<file path="config.mk">
export PLATFORM = sky130hd
export DESIGN_NAME = image_slice_statistics_top
export DESIGN_NICKNAME = d
export VERILOG_FILES = /design/src/rtl/isq_pkg.sv /design/src/rtl/isq_fifo.sv /design/src/rtl/isq_front.sv /design/src/rtl/isq_back.sv /design/src/rtl/image_slice_statistics_top.sv
export SDC_FILE = /design/constraint.sdc
export NUM_CORES = 2
export LEC_CHECK = 0
export CAP_MARGIN = 0
export CORE_AREA = 2 2 479 339
export CTS_BUF_LIST = sky130_fd_sc_hd__clkbuf_8
export DETAILED_ROUTE_END_ITERATION = 8
export DIE_AREA = 0 0 481 341
export DONT_BUFFER_PORTS = 1
export GPL_TIMING_DRIVEN = 0
export SYNTH_ARGS = -nofsm -noshare
export SYNTH_HDL_FRONTEND = slang
export SYNTH_SLANG_ARGS = --single-unit
</file>
<file path="constraint.sdc">
create_clock -name i_clk -period 9.04 [get_ports i_clk]
set_clock_uncertainty 0.05 [all_clocks]
set_input_delay 1.356 -clock i_clk [delete_from_list [all_inputs] [get_ports i_clk]]
set_output_delay 1.356 -clock i_clk [all_outputs]
set_load 0.05 [all_outputs]
</file>
<file path="src/rtl/isq_pkg.sv">
`default_nettype none
// ----------------------------------------------------------------------------
// isq_pkg
// Shared constants and types for the image slice statistics block.
// ----------------------------------------------------------------------------
package isq_pkg;

    localparam int PIXEL_BITS = 16;
    localparam int MAX_PIXELS = 1048576;
    localparam int COUNT_W    = 21;
    localparam int SUM_W      = 37;
    localparam int SUMSQ_W    = 51;
    localparam int SQ_W       = 31;
    localparam int VAR_W      = 31;
    localparam int ROOT_W     = 16;
    localparam int FIFO_DEPTH = 4;
    localparam int FIFO_AW    = 2;

    localparam logic signed [PIXEL_BITS-1:0] PIX_MAX = {1'b0, {(PIXEL_BITS-1){1'b1}}};
    localparam logic signed [PIXEL_BITS-1:0] PIX_MIN = {1'b1, {(PIXEL_BITS-1){1'b0}}};
    localparam logic [COUNT_W-1:0] COUNT_LIMIT = COUNT_W'(MAX_PIXELS);

    // Accumulator snapshot taken at the end of a slice.
    typedef struct packed {
        logic signed [PIXEL_BITS-1:0] min_v;
        logic signed [PIXEL_BITS-1:0] max_v;
        logic signed [SUM_W-1:0]      sum;
        logic [SUMSQ_W-1:0]           sum_sq;
        logic [COUNT_W-1:0]           count;
    } t_snap;

    // One result item.
    typedef struct packed {
        logic [COUNT_W-1:0]           pixel_count;
        logic [ROOT_W-1:0]            std_dev;
        logic [VAR_W-1:0]             variance;
        logic [ROOT_W-1:0]            rms_value;
        logic signed [PIXEL_BITS-1:0] mean_value;
        logic signed [PIXEL_BITS-1:0] max_value;
        logic signed [PIXEL_BITS-1:0] min_value;
    } t_result;

    typedef struct packed {
        logic push;
        logic pop;
    } t_fifo_ctrl;

    typedef enum logic [2:0] {
        BK_IDLE,
        BK_DIV_MEAN,
        BK_DIV_MSQ,
        BK_SQUARE,
        BK_VAR,
        BK_SQRT_RMS,
        BK_SQRT_STD,
        BK_DONE
    } t_back_state;

endpackage
`default_nettype wire

</file>
<file path="src/rtl/isq_fifo.sv">
`default_nettype none
// ----------------------------------------------------------------------------
// isq_fifo
// Short queue of slice snapshots between the accumulator and the math unit.
// ----------------------------------------------------------------------------
module isq_fifo (
    input  wire logic               i_clk,
    input  wire logic               i_rst_n,
    input  wire isq_pkg::t_fifo_ctrl i_ctrl,
    input  wire isq_pkg::t_snap     i_data,
    output isq_pkg::t_snap          o_data,
    output logic                    o_empty,
    output logic [isq_pkg::FIFO_AW:0] o_level
);
    import isq_pkg::*;

    t_snap              mem [FIFO_DEPTH];
    t_snap              r_rd_data;
    logic [FIFO_AW-1:0] r_wr_ptr;
    logic [FIFO_AW-1:0] r_rd_ptr;
    logic [FIFO_AW-1:0] rd_addr;
    logic [FIFO_AW:0]   r_level;
    logic               do_push;
    logic               do_pop;

    assign do_push = i_ctrl.push && (r_level != (FIFO_AW+1)'(FIFO_DEPTH));
    assign do_pop  = i_ctrl.pop && (r_level != '0);

    // The head register follows the entry that sits at the head after this edge.
    assign rd_addr = do_pop ? r_rd_ptr + FIFO_AW'(1) : r_rd_ptr;

    always_ff @(posedge i_clk) begin
        if (do_push) begin
            mem[r_wr_ptr] <= i_data;
        end
        if (do_push && (rd_addr == r_wr_ptr)) begin
            r_rd_data <= i_data;
        end else begin
            r_rd_data <= mem[rd_addr];
        end
    end

    always_ff @(posedge i_clk) begin
        if (!i_rst_n) begin
            r_wr_ptr <= '0;
            r_rd_ptr <= '0;
            r_level  <= '0;
        end else begin
            if (do_push) begin
                r_wr_ptr <= r_wr_ptr + FIFO_AW'(1);
            end
            if (do_pop) begin
                r_rd_ptr <= r_rd_ptr + FIFO_AW'(1);
            end
            if (do_push && !do_pop) begin
                r_level <= r_level + (FIFO_AW+1)'(1);
            end else if (do_pop && !do_push) begin
                r_level <= r_level - (FIFO_AW+1)'(1);
            end
        end
    end

    assign o_data  = r_rd_data;
    assign o_empty = (r_level == '0);
    assign o_level = r_level;

endmodule
`default_nettype wire

</file>
<file path="src/rtl/isq_front.sv">
`default_nettype none
// ----------------------------------------------------------------------------
// isq_front
// Pixel accumulator: squares each pixel, then updates min, max, sum, sum of
// squares and count; pushes a snapshot on the last pixel of a slice.
// ----------------------------------------------------------------------------
module isq_front (
    input  wire logic                             i_clk,
    input  wire logic                             i_rst_n,
    input  wire logic                             i_accept,
    input  wire logic signed [isq_pkg::PIXEL_BITS-1:0] i_pixel,
    input  wire logic                             i_last,
    output logic                                  o_push,
    output isq_pkg::t_snap                        o_snap
);
    import isq_pkg::*;

    // Stage 1: pixel and its square.
    logic                         r_s1_valid;
    logic signed [PIXEL_BITS-1:0] r_s1_px;
    logic [SQ_W-1:0]              r_s1_sq;
    logic                         r_s1_last;

    // Stage 2: accumulators.
    logic signed [PIXEL_BITS-1:0] r_min, n_min;
    logic signed [PIXEL_BITS-1:0] r_max, n_max;
    logic signed [SUM_W-1:0]      r_sum, n_sum;
    logic [SUMSQ_W-1:0]           r_sum_sq, n_sum_sq;
    logic [COUNT_W-1:0]           r_count, n_count;
    logic                         take;
    logic [SQ_W-1:0]              sq_full;

    // A square never exceeds 2^30, so 31 bits hold it.
    assign sq_full = SQ_W'(i_pixel) * SQ_W'(i_pixel);

    always_ff @(posedge i_clk) begin
        if (!i_rst_n) begin
            r_s1_valid <= 1'b0;
        end else begin
            r_s1_valid <= i_accept;
        end
        r_s1_px   <= i_pixel;
        r_s1_sq   <= sq_full;
        r_s1_last <= i_last;
    end

    // Pixels beyond the slice limit are dropped; the last flag still closes.
    always_comb begin
        take     = (r_count < COUNT_LIMIT);
        n_min    = r_min;
        n_max    = r_max;
        n_sum    = r_sum;
        n_sum_sq = r_sum_sq;
        n_count  = r_count;
        if (take) begin
            if (r_s1_px < r_min) begin
                n_min = r_s1_px;
            end
            if (r_s1_px > r_max) begin
                n_max = r_s1_px;
            end
            n_sum    = r_sum + SUM_W'(r_s1_px);
            n_sum_sq = r_sum_sq + SUMSQ_W'(r_s1_sq);
            n_count  = r_count + COUNT_W'(1);
        end
    end

    always_ff @(posedge i_clk) begin
        if (!i_rst_n) begin
            r_min    <= PIX_MAX;
            r_max    <= PIX_MIN;
            r_sum    <= '0;
            r_sum_sq <= '0;
            r_count  <= '0;
        end else if (r_s1_valid) begin
            if (r_s1_last) begin
                r_min    <= PIX_MAX;
                r_max    <= PIX_MIN;
                r_sum    <= '0;
                r_sum_sq <= '0;
                r_count  <= '0;
            end else begin
                r_min    <= n_min;
                r_max    <= n_max;
                r_sum    <= n_sum;
                r_sum_sq <= n_sum_sq;
                r_count  <= n_count;
            end
        end
    end

    assign o_push        = r_s1_valid && r_s1_last;
    assign o_snap.min_v  = n_min;
    assign o_snap.max_v  = n_max;
    assign o_snap.sum    = n_sum;
    assign o_snap.sum_sq = n_sum_sq;
    assign o_snap.count  = n_count;

endmodule
`default_nettype wire

</file>
<file path="src/rtl/isq_back.sv">
`default_nettype none
// ----------------------------------------------------------------------------
// isq_back
// Statistics engine: one bit-serial divider and one bit-pair square root unit,
// each used twice per slice, followed by the result register.
// ----------------------------------------------------------------------------
module isq_back (
    input  wire logic            i_clk,
    input  wire logic            i_rst_n,
    input  wire isq_pkg::t_snap  i_snap,
    input  wire logic            i_empty,
    output logic                 o_pop,
    output isq_pkg::t_result     o_result,
    output logic                 o_valid,
    input  wire logic            i_ready
);
    import isq_pkg::*;

    localparam int DIV_STEPS  = SUMSQ_W;
    localparam int SQRT_STEPS = ROOT_W;
    localparam int STEP_W     = $clog2(DIV_STEPS);
    localparam int REM_W      = COUNT_W;
    localparam int SREM_W     = ROOT_W + 1;
    localparam int MAG_W      = PIXEL_BITS + 1;

    t_back_state r_state, n_state;

    logic                         r_sum_neg;
    logic signed [PIXEL_BITS-1:0] r_min, r_max;
    logic [SUMSQ_W-1:0]           r_sum_sq;
    logic [COUNT_W-1:0]           r_count;
    logic [STEP_W-1:0]            r_step;

    // Divider.
    logic [SUMSQ_W-1:0] r_dq, n_dq;
    logic [REM_W-1:0]   r_rem, n_rem;
    logic [REM_W:0]     rem_sh;
    logic               div_ge;

    // Square root.
    logic [2*ROOT_W-1:0] r_sq_val;
    logic [SREM_W-1:0]   r_sq_rem, n_sq_rem;
    logic [ROOT_W-1:0]   r_root, n_root;
    logic [SREM_W+1:0]   srem_sh;
    logic [ROOT_W+1:0]   trial;
    logic                sq_ge;

    logic [MAG_W-1:0]    r_mean_mag;
    logic [SQ_W-1:0]     r_msq;
    logic [SQ_W-1:0]     r_mean_sq;
    logic [SQ_W-1:0]     mean_prod;
    logic [VAR_W-1:0]    r_var;
    logic [ROOT_W-1:0]   r_rms;
    logic [ROOT_W-1:0]   r_std;
    logic [MAG_W-1:0]    mean_signed;
    logic [SUM_W-1:0]    sum_abs;

    logic                last_div;
    logic                last_sqrt;
    logic                load_out;

    t_result r_res;
    logic    r_out_valid;

    // Restoring division step.
    always_comb begin
        rem_sh = {r_rem, r_dq[SUMSQ_W-1]};
        div_ge = (rem_sh >= {1'b0, r_count});
        n_rem  = div_ge ? REM_W'(rem_sh - {1'b0, r_count}) : rem_sh[REM_W-1:0];
        n_dq   = {r_dq[SUMSQ_W-2:0], div_ge};
    end

    // Square root step, two radicand bits at a time.
    always_comb begin
        srem_sh  = {r_sq_rem, r_sq_val[2*ROOT_W-1 -: 2]};
        trial    = {r_root, 2'b01};
        sq_ge    = (srem_sh >= {1'b0, trial});
        n_sq_rem = sq_ge ? SREM_W'(srem_sh - {1'b0, trial}) : srem_sh[SREM_W-1:0];
        n_root   = {r_root[ROOT_W-2:0], sq_ge};
    end

    assign last_div   = (r_step == STEP_W'(DIV_STEPS - 1));
    assign last_sqrt  = (r_step == STEP_W'(SQRT_STEPS - 1));
    // The mean magnitude is at most 32768, so its square fits in 31 bits.
    assign mean_prod  = SQ_W'(r_mean_mag) * SQ_W'(r_mean_mag);
    assign sum_abs    = i_snap.sum[SUM_W-1] ? SUM_W'(-i_snap.sum) : SUM_W'(i_snap.sum);
    assign mean_signed = r_sum_neg ? MAG_W'(-r_mean_mag) : r_mean_mag;

    // Next state.
    always_comb begin
        n_state = r_state;
        case (r_state)
            BK_IDLE:     if (!i_empty)  n_state = BK_DIV_MEAN;
            BK_DIV_MEAN: if (last_div)  n_state = BK_DIV_MSQ;
            BK_DIV_MSQ:  if (last_div)  n_state = BK_SQUARE;
            BK_SQUARE:   n_state = BK_VAR;
            BK_VAR:      n_state = BK_SQRT_RMS;
            BK_SQRT_RMS: if (last_sqrt) n_state = BK_SQRT_STD;
            BK_SQRT_STD: if (last_sqrt) n_state = BK_DONE;
            BK_DONE:     if (!r_out_valid || i_ready) n_state = BK_IDLE;
            default:     n_state = BK_IDLE;
        endcase
    end

    // Control outputs.
    always_comb begin
        o_pop    = 1'b0;
        load_out = 1'b0;
        case (r_state)
            BK_IDLE: o_pop    = !i_empty;
            BK_DONE: load_out = !r_out_valid || i_ready;
            default: begin
                o_pop    = 1'b0;
                load_out = 1'b0;
            end
        endcase
    end

    always_ff @(posedge i_clk) begin
        if (!i_rst_n) begin
            r_state     <= BK_IDLE;
            r_out_valid <= 1'b0;
        end else begin
            r_state <= n_state;
            if (load_out) begin
                r_out_valid <= 1'b1;
            end else if (i_ready) begin
                r_out_valid <= 1'b0;
            end
        end
    end

    // Datapath.
    always_ff @(posedge i_clk) begin
        case (r_state)
            BK_IDLE: begin
                r_min     <= i_snap.min_v;
                r_max     <= i_snap.max_v;
                r_sum_neg <= i_snap.sum[SUM_W-1];
                r_sum_sq  <= i_snap.sum_sq;
                r_count   <= i_snap.count;
                r_dq      <= SUMSQ_W'(sum_abs);
                r_rem     <= '0;
                r_step    <= '0;
            end
            BK_DIV_MEAN: begin
                r_step <= r_step + STEP_W'(1);
                r_dq   <= n_dq;
                r_rem  <= n_rem;
                if (last_div) begin
                    r_mean_mag <= n_dq[MAG_W-1:0];
                    r_dq       <= r_sum_sq;
                    r_rem      <= '0;
                    r_step     <= '0;
                end
            end
            BK_DIV_MSQ: begin
                r_step <= r_step + STEP_W'(1);
                r_dq   <= n_dq;
                r_rem  <= n_rem;
                if (last_div) begin
                    r_msq <= n_dq[SQ_W-1:0];
                end
            end
            BK_SQUARE: begin
                r_mean_sq <= mean_prod;
            end
            BK_VAR: begin
                r_var    <= (r_msq > r_mean_sq) ? VAR_W'(r_msq - r_mean_sq) : '0;
                r_sq_val <= (2*ROOT_W)'(r_msq);
                r_sq_rem <= '0;
                r_root   <= '0;
                r_step   <= '0;
            end
            BK_SQRT_RMS: begin
                r_step   <= r_step + STEP_W'(1);
                r_sq_val <= {r_sq_val[2*ROOT_W-3:0], 2'b00};
                r_sq_rem <= n_sq_rem;
                r_root   <= n_root;
                if (last_sqrt) begin
                    r_rms    <= n_root;
                    r_sq_val <= (2*ROOT_W)'(r_var);
                    r_sq_rem <= '0;
                    r_root   <= '0;
                    r_step   <= '0;
                end
            end
            BK_SQRT_STD: begin
                r_step   <= r_step + STEP_W'(1);
                r_sq_val <= {r_sq_val[2*ROOT_W-3:0], 2'b00};
                r_sq_rem <= n_sq_rem;
                r_root   <= n_root;
                if (last_sqrt) begin
                    r_std <= n_root;
                end
            end
            default: begin
                r_step <= r_step;
            end
        endcase
        if (load_out) begin
            r_res.min_value   <= r_min;
            r_res.max_value   <= r_max;
            r_res.mean_value  <= mean_signed[PIXEL_BITS-1:0];
            r_res.rms_value   <= r_rms;
            r_res.variance    <= r_var;
            r_res.std_dev     <= r_std;
            r_res.pixel_count <= r_count;
        end
    end

    assign o_result = r_res;
    assign o_valid  = r_out_valid;

endmodule
`default_nettype wire

</file>
<file path="src/rtl/image_slice_statistics_top.sv">
`default_nettype none
// ----------------------------------------------------------------------------
// image_slice_statistics_top
// Running min, max, mean, RMS, variance and standard deviation of one slice.
// ----------------------------------------------------------------------------
// Usage:
// Pixels enter on the slave stream, one beat per pixel, with tlast set on the
// final pixel of a slice. Each slice produces exactly one beat on the master
// stream carrying the slice statistics.
// The accumulator takes one pixel per cycle. It stalls only when the snapshot
// queue between accumulator and math engine is nearly full, which happens
// when slices shorter than the engine time arrive back to back.
// The math engine works through each slice in order: it takes the snapshot
// from the queue, runs the divider twice (mean, then mean of squares), forms
// the squared mean and the variance, runs the square root twice (RMS, then
// standard deviation) and loads the output register. The serial divider
// sets the rate for short slices; long slices are limited only by the one
// pixel per cycle accumulator. Pixels beyond 1048576 in one slice are
// ignored, but their tlast still closes the slice.
// A synchronous active-low reset empties the queue, drops any result and
// returns the accumulators to their empty-slice values.
// If the receiver holds tready low, the result beat waits in the output
// register; the engine can finish the next slice and then waits for it, while
// the queue keeps absorbing pixels and slice snapshots.
// ----------------------------------------------------------------------------
module image_slice_statistics_top (
    input  wire logic         i_clk,
    input  wire logic         i_rst_n,
    // Pixel input.
    input  wire logic         s_axis_tvalid,
    output logic              s_axis_tready,
    input  wire logic [15:0]  s_axis_tdata,   // [15:0] pixel (signed)
    input  wire logic         s_axis_tlast,   // last_pixel
    // Statistics output.
    output logic              m_axis_tvalid,
    input  wire logic         m_axis_tready,
    output logic [135:0]      m_axis_tdata    // [15:0] min_value, [31:16] max_value,
                                              // [47:32] mean_value, [63:48] rms_value,
                                              // [94:64] variance, [110:95] std_dev,
                                              // [131:111] pixel_count, rest zero
);
    import isq_pkg::*;

    t_snap              front_snap;
    t_snap              fifo_snap;
    t_fifo_ctrl         fifo_ctrl;
    logic               front_push;
    logic               fifo_empty;
    logic [FIFO_AW:0]   fifo_level;
    logic               back_pop;
    logic               accept;
    t_result            result;

    // One pixel can be in flight in the squaring stage, so keep one slot free.
    assign s_axis_tready = (fifo_level <= (FIFO_AW+1)'(FIFO_DEPTH - 2));
    assign accept        = s_axis_tvalid && s_axis_tready;

    isq_front u_front (
        .i_clk    (i_clk),
        .i_rst_n  (i_rst_n),
        .i_accept (accept),
        .i_pixel  (s_axis_tdata),
        .i_last   (s_axis_tlast),
        .o_push   (front_push),
        .o_snap   (front_snap)
    );

    assign fifo_ctrl.push = front_push;
    assign fifo_ctrl.pop  = back_pop;

    isq_fifo u_fifo (
        .i_clk   (i_clk),
        .i_rst_n (i_rst_n),
        .i_ctrl  (fifo_ctrl),
        .i_data  (front_snap),
        .o_data  (fifo_snap),
        .o_empty (fifo_empty),
        .o_level (fifo_level)
    );

    isq_back u_back (
        .i_clk    (i_clk),
        .i_rst_n  (i_rst_n),
        .i_snap   (fifo_snap),
        .i_empty  (fifo_empty),
        .o_pop    (back_pop),
        .o_result (result),
        .o_valid  (m_axis_tvalid),
        .i_ready  (m_axis_tready)
    );

    assign m_axis_tdata = {4'b0000, result};

endmodule
`default_nettype wire

</file>
* Word-level counts from Yosys, hierarchy flattened *
Memories as Yosys holds them, arrays and structs flattened. A register that Yosys moved wholly into a read port is not among the register bits.
Index checks and enable logic that the tools add are counted.
Widths: inputs -> output; s select.

operators by class
  add/subtract/negate cells = 13
  multipliers = 2
  div/mod/pow operators = 0
  order comparisons = 7
  equal/unequal tests = 16
  shift-type cells = 0
  mux-type cells = 45
  bitwise logic cells = 0
  reductions and logical operators = 26

operators by type and width
  operator               number
  $mux 51                3
  $pmux 51 s3            1
  $mux 16                8
  $mux 37                3
  $pmux 32 s3            1
  $mux 21                4
  $pmux 21 s3            1
  $add 51x31->51         1
  $pmux 17 s3            1
  $pmux 16 s3            1
  $add 37x16->37         1
  $neg 37->37            1
  $mux 17                2
  $mux 32                1
  $gt 31x31->1           1
  $mul 16x16->31         1
  $mul 17x17->31         1
  $sub 31x31->31         1
  $mux 3                 8
  $pmux 3 s8             1
  $pmux 6 s4             1
  $ge 22x21->1           1
  $add 21x1->21 const B  1
  $lt 21x21->1 const B   1
  other kinds (32)       63

word-level totals
  register bits after elaboration = 723
  bits in latches = 0
  bits in writable memories = 564
  ROM bits = 0
  bits of input ports = 21
  word-level logic and storage cells = 148
  memories kept = 1

memory list
  name        words  width  rd ports  clocked after memory_dff  wr ports  RTL line        RTL
  u_fifo.mem  4      141    1         1                         1         isq_fifo.sv:17  t_snap mem [FIFO_DEPTH];

* Depth between registers and ports, before layout *
  word-level depth = 7
  depth in mapped cells = 26

* By module *
From an unflattened synthesis, not the netlist that was laid out.

second synthesis, totals
  cell total of the unflattened synthesis = 5,787
  area, all modules = 72,224.3 um2

by module, submodules not included
  module                      instances  cells an instance  area an instance (um2)  seq. area each (um2)
  isq_back                    1          2,556              30,777.0                15,725.1
  isq_fifo                    1          782                20,787.4                17,116.4
  isq_front                   1          2,442              20,611.0                3,763.6
  image_slice_statistics_top  1          7                  48.8                    0.0

* Worst setup path after synthesis *
OpenSTA, ideal clock, no wires.

  path type = in2reg
  start = input port m_axis_tready
  end = register u_back.r_res (netlist bit u_back.o_result[0]) (enable)
  library setup time = 639 ps
  arrival = 7,293 ps
  required time = 8,351 ps
  path slack = 1,058 ps
  stages on the path = 2
  path buffers = 0
  cell sequence = nand2b_1 -> nor2b_1

on the way
  longest elaborated chain between the ends = 2

ends and longest elaborated chain
  what                       RTL line                          RTL
  from (decl)                image_slice_statistics_top.sv:36  input wire logic m_axis_tready,
  $logic_or 1x1->1           isq_back.sv:111                   BK_DONE: load_out = !r_out_valid || i_ready;
  $mux 1                     isq_back.sv:109                   case (r_state)
  named net u_back.load_out  isq_back.sv:60                    logic load_out;
  to (decl)                  isq_back.sv:62                    t_result r_res;

The timed path passes the listed nets, and every way through them passes these cells.
A chain may end at the register's enable or synchronous reset.

* Worst setup path after layout *
  start = register u_back.r_mean_mag[5]
  end = register u_back.r_mean_sq[29] (data pin)

on the way
  longest elaborated chain between the ends = 1

ends and longest elaborated chain
  what                            RTL line         RTL
  from (decl)                     isq_back.sv:48   logic [MAG_W-1:0] r_mean_mag;
  from (signal assigned)          isq_back.sv:151  r_mean_mag <= n_dq[MAG_W-1:0];
  $mul 17x17->31                  isq_back.sv:85   assign mean_prod = SQ_W'(r_mean_mag) * SQ_W'(r_mean_mag);
  named net u_back.mean_prod[29]  isq_back.sv:51   logic [SQ_W-1:0] mean_prod;
  to (signal assigned)            isq_back.sv:166  r_mean_sq <= mean_prod;
  to (decl)                       isq_back.sv:50   logic [SQ_W-1:0] r_mean_sq;

The timed path passes the listed nets, and every way through them passes these cells.

==> metrics.yaml <==
layout:
  mostFrequentLayoutCell: "edfxtp_1"
  final_cell_mix: "edfxtp_1, inv_1, nand2_1"
  nNetsFinal: 6697
  fin_cells: 8179
  layout.core_utilization: 0.491
  area_growth_pct: 9.85
  drive_gt1_frac: 0.0825
drt:
  wl_um: 174000
  ant_nets: 0
  drt-pass1-iter-count: 9
  wl_per_cell_um: 21.3
  drt_iter0_drc: 4711
  drc_errors: 0
  via_per_inst: 5.39
  via_count: 44100
yosys:
  synth_ff_type: "edfxtp_1"
  ys_seq_area_frac: 0.513
  ys_types: 82
  async_reset_ff_frac: 0
  avgSynthCellArea_um2: 12.6
  ys_seq_elements: 1286
  synth_cells: 5668
  yosys_warnings: 0
  synth_edf_count: 1085
  netlist_area_um2: 71300
sta:
  tightest_slew_ps: 1340
  setup-violations-final: 0
  rsz0062_at_grt: "false"
  layout_setup_ws_ps: 370
  fin_crit_ps: 8670
  report.final.slew_viol_count: 0
  setup-tns-final_ps: 0
  post-route-period-util: 0.959
  hold_viol: 0
  slew_headroom: 0.0985
  hold_ws_ps: 366
  fmax_mhz: 115
worst_setup_path:
  crit_buf_inv: 7
  cp_slowest_stage_delay_ps: 700
  rr_endpoint: "u_back.r_mean_sq[29]"
  rrSetupSlack_ps: 370
  cp.arrival_ps: 9290
  crit_chain: "clkbuf_1, buf_1, nand2_1, fa_1, inv_1, fa_1, inv_1, fa_1, inv_1, fa_1, fa_1, inv_1, fa_1, inv_1, ha_1, and3_1, nand2_1, o31ai_1, nor4b_1, nor2_1, a21oi_1, a21o_1, a21oi_1, xnor2_1"
  r2r-start: "u_back.r_mean_mag[5]"
  rr_worst_depth: 24
  cp-start-kind: "flip-flop"
  end_kind: "flip-flop"
  cp_slowest_cell: "edfxtp_1"
  cp_top_family: "adder cells"
  worst-path-max-fanout: 10
  crit_path_frequent_cell: "fa_1"
  cp_data_required_time_ps: 9660
  path_class: "flip-flop to flip-flop"
floorplanning:
  io_pins: 159
  start_util: 0.447
  fp-row-count: 123
  die-area_um2: 164000
  die_height_um: 341
  floorplan.core_area_um2: 159000
  die_w_um: 481
clock_network:
  post_cts_buffers: 0
  ctsHoldBuffers: 0
  path_clk_slew_ps: 70
  clockBufferDepth: 3
  clock_sinks: 1286
  post_cts_resized: 0
  cts_buffers: 196
  clk_latency_ps: 930
  cts_max_level: 4
  root_buffer: "clkbuf_8"
  cts_tree: "yes"
flow_run:
  drv_cap: 0
global_routing:
  met1_usage: 0.331
  use_met2: 0.299
  grt_max_degree: 76
  gr-max-usage-layer: "met1"
  grt.total_usage: 0.213
  globalRouteOverflowTotal: 0
  grt_pass1_vias: 44100
  met3_usage: 0.0477
  grt_antenna_before_repair: 9
  grt_pass1_wl_um: 267000
outcome:
  status: "finished clean"
worst_hold_path:
  hp-class: "flip-flop to flip-flop"
  min_from: "u_back.r_max[13]"
  worstHoldPathCells: 0
  whs_endpoint: "u_back.o_result[29]"
pwr:
  powerDensity_nw_per_um2: 300
  ir_drop_mv: 0.369
  leakagePower_nw: 31.0
placed_design:
  place_congestion: 0.917
  place_ws_ps: 278
  dp_cells: 7814
  hpwl_um: 129000
  io_buffers: 0
worst register-to-register path: stages (launching register included):
cell      delay [ps]
edfxtp_1         700
clkbuf_1         590
buf_1            570
nand2_1          170
fa_1             620
inv_1             70
fa_1             500
inv_1             50
fa_1             480
inv_1             60
fa_1             500
fa_1             550
inv_1             60
fa_1             540
inv_1             50
ha_1             360
and3_1           200
nand2_1          100
o31ai_1          670
nor4b_1          560
nor2_1           120
a21oi_1          240
a21o_1           150
a21oi_1           70
xnor2_1          390
sequential cells by signal (all words and copies together), names as in the netlist, 29 cells and up, named ones only:
name	flops
u_back.r_sq_val	32
u_back.r_msq	31
u_back.r_var	31
u_back.r_dq	51
u_back.r_sum_sq	51
u_front.r_sum_sq	51
u_front.r_sum	37
u_back.o_result	132
u_fifo.mem	564
u_front.r_s1_sq	29
u_back.r_mean_sq	30
worst max-delay path by stage:
stage	end	cells after the start	startpoint
floorplan	u_back.o_result[0]	2	m_axis_tready
global placement	u_back.o_result[10]	2	m_axis_tready
detailed placement	u_front.r_s1_sq[29]	21	s_axis_tdata[1]
CTS	u_back.r_mean_sq[29]	24	u_back.r_mean_mag[5]
global route	u_back.r_mean_sq[29]	24	u_back.r_mean_mag[5]
finish	u_back.r_mean_sq[29]	24	u_back.r_mean_mag[5]
cells by family after synthesis:
group | Yosys count | synth area share
mux | 208 | 0.0543
buf+inv | 982 | 0.0521
fa+ha+maj | 789 | 0.183
compound gates | 934 | 0.0848
xor+xnor | 261 | 0.0321
simple gates | 1207 | 0.0798
flops | 1286 | 0.513
other cells | 1 | 0.0000526
where the power goes:
part / total, mW / internal (mW) / leakage (nW) / switching [mW]
logic: 10.3 / 4.18 / 17.1 / 6.13
clock network: 4.78 / 2.40 / 2.20 / 2.39
registers: 8.39 / 7.93 / 11.7 / 0.456
total: 23.5 / 14.5 / 31.0 / 8.97
metal layers:
layer | up-vias | wire, um | part of all wire
met3 | 225 | 14200 | 0.082
met1 | 21900 | 84300 | 0.48
met5 | - | 13 | 0.000075
met2 | 1489 | 71800 | 0.41
met4 | 2 | 3620 | 0.021
li1 | 20400 | - | -
synth_stat cells, types with 10 or more instances:
master    number  area share
dfxtp_1      201       0.056
a21oi_1      211       0.015
nand2b_1      44      0.0039
o21bai_1      23      0.0024
xor2_1        71      0.0087
or2_2         12      0.0011
mux2_2        29      0.0046
or3_1         18      0.0016
o21a_1        31      0.0033
a222oi_1      29      0.0041
ha_1         362       0.064
nand3_1       54      0.0038
buf_1         22      0.0012
nor4_1        14      0.0012
and2_1       112      0.0098
nor3_1        55      0.0039
a22o_1        41      0.0050
a31oi_1       32      0.0028
inv_1        784       0.041
o21ai_0      246       0.017
nand2_1      437       0.023
nor2b_1       70      0.0061
clkbuf_1     160      0.0084
a22oi_1       79      0.0083
edfxtp_1    1085        0.46
o31ai_1       27      0.0028
and3_1        30      0.0026
mux2i_1       39      0.0055
fa_1         427        0.12
mux4_2       140       0.044
nor2_1       290       0.015
a21o_1        79      0.0083
a211oi_1      26      0.0027
nand4_1       35      0.0031
xnor2_1      190       0.023
a21boi_0      10      0.0011
through the flow:
| step | cell area (um^2) | total power [mW] |
|---|---|---|
| 2_1_floorplan | 71300 | 16.0 |
| 3_3_place_gp | 74000 | 18.7 |
| 3_5_place_dp | 74500 | 18.8 |
| 4_1_cts | 78300 | 23.6 |
| 5_1_grt | 78300 | 25.2 |
| 6_report | 78300 | 23.5 |
area by class of cell:
class	instances	area [um^2]
multi-input cells	3403	31000
inverters	788	2960
clock inverters	154	992
fillers	14000	81100
clock buffers	208	2860
plain buffers	194	761
repair buffers	18	425
flip-flops and latches	1286	36600
diodes	3	7.51
well taps	2125	2660
Note: power is estimated with default switching activity, not from simulation.
